`config.mk`:
```
export PLATFORM = sky130hd
export DESIGN_NAME = lzp_ram
export DESIGN_NICKNAME = d
export VERILOG_FILES = /design/src/rtl/lzp_ram.sv
export SDC_FILE = /design/constraint.sdc
export NUM_CORES = 1
export LEC_CHECK = 0
export ABC_AREA = 1
export BUFFER_PORTS_ARGS = -buffer_cell sky130_fd_sc_hd__buf_2
export CAP_MARGIN = 15
export CORE_AREA = 2 2 118 149
export DETAILED_ROUTE_END_ITERATION = 10
export DIE_AREA = 0 0 120 151
export PLACE_DENSITY = 0.48
export REMOVE_ABC_BUFFERS = 1
export SLEW_MARGIN = 10
export SYNTH_ARGS = -nofsm -noshare
export SYNTH_HDL_FRONTEND = slang
export SYNTH_SLANG_ARGS = --single-unit
export TNS_END_PERCENT = 10
```
`constraint.sdc`:
```
create_clock -name clk -period 1.35 [get_ports clk]
set_input_delay 0.135 -clock clk [delete_from_list [all_inputs] [get_ports clk]]
set_output_delay 0.135 -clock clk [all_outputs]
set_load 0.02 [all_outputs]
```
`src/rtl/lzp_ram.sv`:
```
// ----------------------------------------------------------------------------
// lzp_ram
// generic single-write, single-read ram with registered read data
// ----------------------------------------------------------------------------
`default_nettype none

module lzp_ram #(
  parameter int WIDTH = 8,
  parameter int DEPTH = 16
) (
  input  wire                     clk,
  input  wire                     we,
  input  wire [$clog2(DEPTH)-1:0] waddr,
  input  wire [WIDTH-1:0]         wdata,
  input  wire [$clog2(DEPTH)-1:0] raddr,
  output logic [WIDTH-1:0]        rdata
);

  logic [WIDTH-1:0] mem [DEPTH];

  always_ff @(posedge clk) begin
    if (we) begin
      mem[waddr] <= wdata;
    end
    rdata <= mem[raddr];
  end

endmodule

`default_nettype wire

```
# After elaboration in Yosys (flattened, before gate mapping)
# Memories as Yosys holds them, arrays and structs flattened. A register that Yosys moved wholly into a read port is not among the register bits.
# Cells that the tools add are included.
dict set report op_classes {
  n_mux 2
}
# cell n
set op_table {}
lappend op_table {{$mux W1} 2}
dict set report word_totals {
  output_inout_bits 8
  register_bits 0
  elab_cells 3
  n_memories 1
  mem_bits_rw 128
}
# name depth word_bits read_ports rd_ports_with_merged_regs write_ports line
set memory_table {}
lappend memory_table {mem 16 8 1 1 1 19} ;# logic [WIDTH-1:0] mem [DEPTH];

# Longest topological paths before layout
# Gate-level depths: netlist of run 1.
dict set report depth {
  ltp_word 2
  depth_mapped 8
}

# Worst setup path after synthesis of run 1
# OpenSTA, ideal clock, no wires.
dict set report synth_path {
  path_kind {input to register}
  startpoint {input port waddr[2]}
  endpoint {memory mem[10][0], enable pin}
  required_time_ns 0.980
  setup_ns 0.370
  path_stages 2
  slack_ns 0.264
  arrival_time_ns 0.716
  cell_sequence {nand3b_1 > nor2_1}
}
# item line
set synth_rtl {}
lappend synth_rtl {{from (decl)} 13} ;# input wire [$clog2(DEPTH)-1:0] waddr,
lappend synth_rtl {{to (decl)} 19}
# Straight into the memory's write port.

# Final worst setup path of run 1
dict set report layout_path {
  startpoint {register rdata[3] (read register of mem)}
  endpoint {output port rdata[3]}
}
# item line
set layout_rtl {}
lappend layout_rtl {{from (decl)} 16} ;# output logic [WIDTH-1:0] rdata
# No word-level cell between the ends.

==> reports/qor.txt, run 1 <==
Status: finished clean
Hold path endpoint: rdata[5]
Setup TNS: 0 ps
Slowest stage delay, CP: 390 ps
Vias in the first global route: 3748
Crit-path slowest cell: dfxtp_1
CTS Hold Bufs: 0
CP Launch Type: register
Worst path arrival time: 1000 ps
Distinct cells, synth: 12
Port bufs: 25
Pint: 0.007816 W
Resized cells post-CTS: 0
Largest net degree at the start of global routing: 38
NetSw: 0.002248 W
Yosys reg bits: 136
PnR worst setup slack: 219.8 ps
Initial antenna violation count: 0
Avg Vias per Cell: 4.579
Max Transition Viols Final: 0
GP Congestion: 0.8191
Dpl ws: 36.31 ps
Ranking of synthesized cells by area: edfxtp_1 67%, nand2_1 11%, nand3_1 8.4%
Drt pass-1 iters: 5
Clk_skew: 7.562 ps
Crit path required time: 1220 ps
CTS clk-pin slew, worst paths: 60 ps
Starting Density: 34.65%
Global-route wire length before repair: 20980 um
Site row count: 53
Start point of the critical path: rdata[3]
Post-synth top area share: 66.65%
Hpwl dp: 8581 um
R2R Path Start: mem[9][3]
Main synth FF type: edfxtp_1
Die W: 120 um
Hold Path Class: input pin to register
Sum of buffers and inverters on the critical path: 1
Share of layout cells above drive strength 1: 13.65%
Hold_sp: raddr[3]
Cells after synthesis: 551
Delay-heaviest family, CP: flip-flops
Power per cell area: 1473 mW/mm2
Fillers: 1579
Die Span Y: 151 um
Top-count cell post-synth: nand2_1
Switch share: 22.34%
Peak supply drop: 0.7676 mV
Combinational power share: 6.3%
CP endpoint kind: output port
ANT cells: 0
Area grow syn2layout: 18.44%
Die area: 0.01812 mm2
R2r setup slk: 320 ps
Placeable Area: 0.01664 mm2
Pleak: 2.952 nW
WL/cell: 16.69 um
# IOs: 26
Clk network pwr share: 46.5%
R2r endpoint: rdata[3]
Largest area contributor in the netlist: edfxtp_1
CTS max path bufs: 2
Area of the multi-input gates: 0.001214 mm2
Worst hold stages: 3
Fmax: 884.8 MHz
Global route overflow: 0
Share of power burned in registers: 47.2%
Max FO, Critical Path: 1
Number of vias in the routed layout: 3791
Crit path cell chain: buf_2
Post-route ant nets: 0
1st-iter DRT viols: 196
Sequential area share after synthesis: 69.43%
Tot GR Track Use: 16.19%
Max_cap viols: 0
CTS tree: built
DRC viols: 0
Endpoints failing setup: 0
H-tree depth: 4
Critical path class: register to output port
Fin crit period: 1130 ps
Unrepaired setup endpoints after global routing: false
Placed Instance Area: 0.006231 mm2
Fin nets: 613
Synth top cells by count: 173 x nand2_1, 128 x edfxtp_1, 100 x inv_1, 97 x nand3_1, 17 x nor2_1
Mapped cell area: 0.005767 mm2
Hold Vio Cnt, Final: 0
DRT Wirelength: 13820 um
Layout Cell Area excl Fill: 0.006830 mm2
Final period util: 83.72%
Clock Latency Late Sink: 410 ps
Worst reg2reg path depth: 6
Slew headroom: 73.28%
Clk sinks: 136
Setup repair bufs after CTS: 0
Post-synth ARST share: 0%
Design Power: 0.01006 W
Register area: 0.004004 mm2
CTS Buf Count: 17
Warnings, synthesis: 0
Post-synth EDFFs: 128
Least-Margin Pin Slew: 400.8 ps
Mean Syn Cell Area: 10.47 um2
CTS Root Cell: clkbuf_16
[stage by stage]
step / std cells / utilization, % / hold slack (ps)
after floorplan: 527 / - / 233.9
after global placement: 796 / 37.44 / 513.2
after detailed placement: 796 / 37.44 / 506.8
after CTS: 828 / 41.04 / 69.48
after global routing: 828 / 41.04 / 100.7
final: 828 / 41.04 / 87.77
[state kept, by name (all words and copies together) (netlist names)]
register / cells
rdata: 8
mem: 128
[worst max-delay path by stage]
stage	endpoint	slack, ps	cells past startpoint
after global placement	rdata[1]	50	7
after floorplan	rdata[2]	230	6
after detailed placement	rdata[3]	40	7
after CTS	rdata[3]	190	1
after global routing	rdata[3]	190	1
final	rdata[3]	220	1
[final cells by class]
| class | instances | share of cell area (%) |
|---|---|---|
| Clock inverter | 15 | 2.546 |
| Multi-Input combinational cell | 289 | 17.77 |
| Sequential cell | 136 | 58.62 |
| Inverter | 102 | 5.605 |
| Timing Repair Buffer | 49 | 5.202 |
| Clock buffer | 17 | 6.228 |
| Tap cell | 220 | 4.030 |
[cell families after synthesis]
family,synth area share [%]
buffers and inverters,9.525
flip-flops,69.43
AND/OR/NAND/NOR,21.05
[cell usage in the layout (no fill, tap or decap), drive strengths merged]
| cell | count |
|---|---|
| nand3b | 2 |
| clkinvlp | 2 |
| bufinv | 3 |
| inv | 106 |
| edfxtp | 128 |
| nor2 | 17 |
| clkbuf | 17 |
| clkinv | 6 |
| buf | 49 |
| dfxtp | 8 |
| nand3 | 97 |
| nand2 | 173 |
[power groups by stage]
stage	Clock [W]	Sequential [W]	Combinational (W)
final	0.00468	0.00475	0.000633
after global routing	0.00491	0.00476	0.000704
after CTS	0.00474	0.00475	0.000647
after detailed placement	0	0.00484	0.000645
after global placement	0	0.00484	0.000640
after floorplan	0	0.00487	0.000255
[layer usage]
metal | vias to the layer above | wire length, um | GRT usage, %
li1 | 1863 | - | -
met1 | 1820 | 5822 | 19.20
met2 | 87 | 7038 | 28.24
met3 | 21 | 547 | 3.238
met4 | 0 | 408 | 7.588
met5 | - | 0 | 0
Power figures use the tool's default switching activity.
==> inputs of run 2 (changes only) <==
- clock period: 1.35 -> 1.1 ns (I/O delays scaled with it)
==> reports/qor.txt, run 2 (synthesized netlist as in run 1, its figures left out) <==
Delay-heaviest family, CP: flip-flops
CP Launch Type: register
CTS Buf Count: 17 (unchanged)
Clk_skew: 8.749 ps (+1.187 ps)
Worst hold stages: 1 (-2)
Crit-path slowest cell: dfxtp_1
Commonest non-fill, non-tap cell in the layout: nand2_1
Critical path class: register to output port
Global route overflow: 0 (unchanged)
DRT Wirelength: 13620 um (-1.4%)
Worst reg2reg path depth: 6 (unchanged)
Worst path arrival time: 960 ps (-40 ps)
R2R Path Start: mem[6][0]
Clock Latency Late Sink: 410 ps (about the same)
Die area: 0.01812 mm2 (unchanged)
# IOs: 26 (unchanged)
Max_cap viols: 0 (unchanged)
Site row count: 53 (unchanged)
Hpwl dp: 8619 um (+0.44%)
Die W: 120 um (unchanged)
Sum of buffers and inverters on the critical path: 1 (unchanged)
Crit path cell chain: buf_2
CTS clk-pin slew, worst paths: 60 ps (about the same)
Largest net degree at the start of global routing: 65 (+71%)
Drt pass-1 iters: 4 (-1)
PnR worst setup slack: 31.64 ps (-188.1 ps)
GP Congestion: 0.7831 (-4.4%)
Max FO, Critical Path: 1 (unchanged)
Tot GR Track Use: 16.17% (about the same)
Unrepaired setup endpoints after global routing: false
Avg Vias per Cell: 4.485 (-2.0%)
Vias in the first global route: 3735 (-0.35%)
Endpoints failing setup: 0 (unchanged)
Most frequent cells in the layout: 173 x nand2_1, 128 x edfxtp_1, 100 x inv_1, 95 x nand3_1, 25 x buf_2
Crit path required time: 990 ps (-230 ps)
Setup repair bufs after CTS: 0 (unchanged)
Area grow syn2layout: 18.66%
H-tree depth: 4 (unchanged)
Hold path endpoint: mem[6][0]
Starting Density: 34.65% (unchanged)
R2r endpoint: rdata[0]
R2r setup slk: 80 ps (-240 ps)
Pleak: 2.954 nW (about the same)
ANT cells: 0 (unchanged)
Port bufs: 25 (unchanged)
WL/cell: 16.39 um (-1.8%)
Fin crit period: 1068 ps
Register area: 0.004004 mm2 (unchanged)
Power per cell area: 1737 mW/mm2 (+18%)
Hold Path Class: input pin to register
Fin nets: 617 (+0.65%)
Post-route ant nets: 0 (unchanged)
Utilization after layout: 41.11% (+0.075 points)
Slowest stage delay, CP: 370 ps (-20 ps)
Fmax: 936.0 MHz
Max Transition Viols Final: 0 (unchanged)
Slew headroom: 73.63% (+0.35 points)
Biggest register: mem
Largest regs: mem (128), rdata (8)
DRC viols: 0 (unchanged)
CTS Root Cell: clkbuf_16
Max FFs per register: 128 (unchanged)
Share of layout cells above drive strength 1: 13.26% (-0.39 points)
Global-route wire length before repair: 21270 um (+1.3%)
Final period util: 97.12%
CTS tree: built
Status: finished clean
Least-Margin Pin Slew: 395.5 ps (-5.318 ps)
Clk sinks: 136 (unchanged)
1st-iter DRT viols: 229 (+17%)
Area of the multi-input gates: 0.001224 mm2 (+0.82%)
Number of vias in the routed layout: 3727 (-1.7%)
Initial antenna violation count: 0 (unchanged)
Dpl ws: -150.6 ps (-186.9 ps)
Hold Vio Cnt, Final: 0 (unchanged)
Peak supply drop: 0.8917 mV (+16%)
Hold_sp: wdata[0]
Placeable Area: 0.01664 mm2 (unchanged)
CP endpoint kind: output port
Fillers: 1571 (-0.51%)
Die Span Y: 151 um (unchanged)
CTS max path bufs: 2 (unchanged)
[run 2: cell types whose count changed in the layout (fill, tap and decap cells not counted), sizes merged]
cell      previous run  this run
clkbuf              17        22
clkinvlp             2         1
buf                 49        53
bufinv               3         2
inv                106       102
[run 2: routing by layer]
layer | vias to the layer above | track usage [%] | part of all wire (%) | wire [um]
li1 | 1867 | - | - | -
met1 | 1761 | 19.82 | 42 | 5668
met2 | 82 | 28.32 | 52 | 7124
met3 | 17 | 2.711 | 4.0 | 550
met4 | 0 | 6.647 | 2.0 | 278
met5 | - | 0 | 0 | 0
[run 2: worst max path at each step]
| stage | from | to | slack [ps] | cells after the start |
|---|---|---|---|---|
| 2_1_floorplan | raddr[0] | rdata[2] | 10 | 6 |
| 3_3_place_gp | raddr[0] | rdata[7] | -160 | 9 |
| 3_5_place_dp | raddr[0] | rdata[7] | -150 | 9 |
| 4_1_cts | rdata[6] | rdata[6] | 30 | 1 |
| 5_1_grt | mem[5][5] | rdata[5] | 6 | 6 |
| 6_report | rdata[4] | rdata[4] | 30 | 1 |
[run 2: timing repair]
item / 4_1_cts / 5_1_grt
gates resized for setup: 0 / 2
hold buffers: 0 / 0
endpoints found under the setup margin: 0 / 2
[run 2: power breakdown]
group          internal (W)  switching [W]
clock network       0.00330        0.00195
registers           0.00580      0.0000361
logic              0.000248       0.000552
[run 2: worst reg2reg max path: stages (launching register included)]
cell	delay (ps)
edfxtp_1	360
inv_1	60
nand2_1	50
nand3_1	70
nand3_1	140
nand3_2	120
nand2_1	90
[run 2: per-stage QoR]
stage | cells | hold slack, ps | power [W] | setup TNS (ps) | cell area [um2]
5_1_grt | 831 | 124.9 | 0.01235 | 0 | 6843
4_1_cts | 831 | 114.5 | 0.01200 | 0 | 6833
3_3_place_gp | 800 | 529.8 | 0.006744 | -2015 | 6286
6_report | 831 | 126.8 | 0.01189 | 0 | 6843
2_1_floorplan | 527 | 208.9 | 0.006284 | 0 | 5600
3_5_place_dp | 800 | 527.9 | 0.006746 | -2046 | 6286
[run 2: cell type report]
cell class	count	share of cell area, %
multi-input cells	289	17.88
inverters	102	5.595
repair buffers	53	5.997
flip-flops and latches	136	58.51
well taps	220	4.023
clock inverters	9	1.499
clock buffers	22	6.491
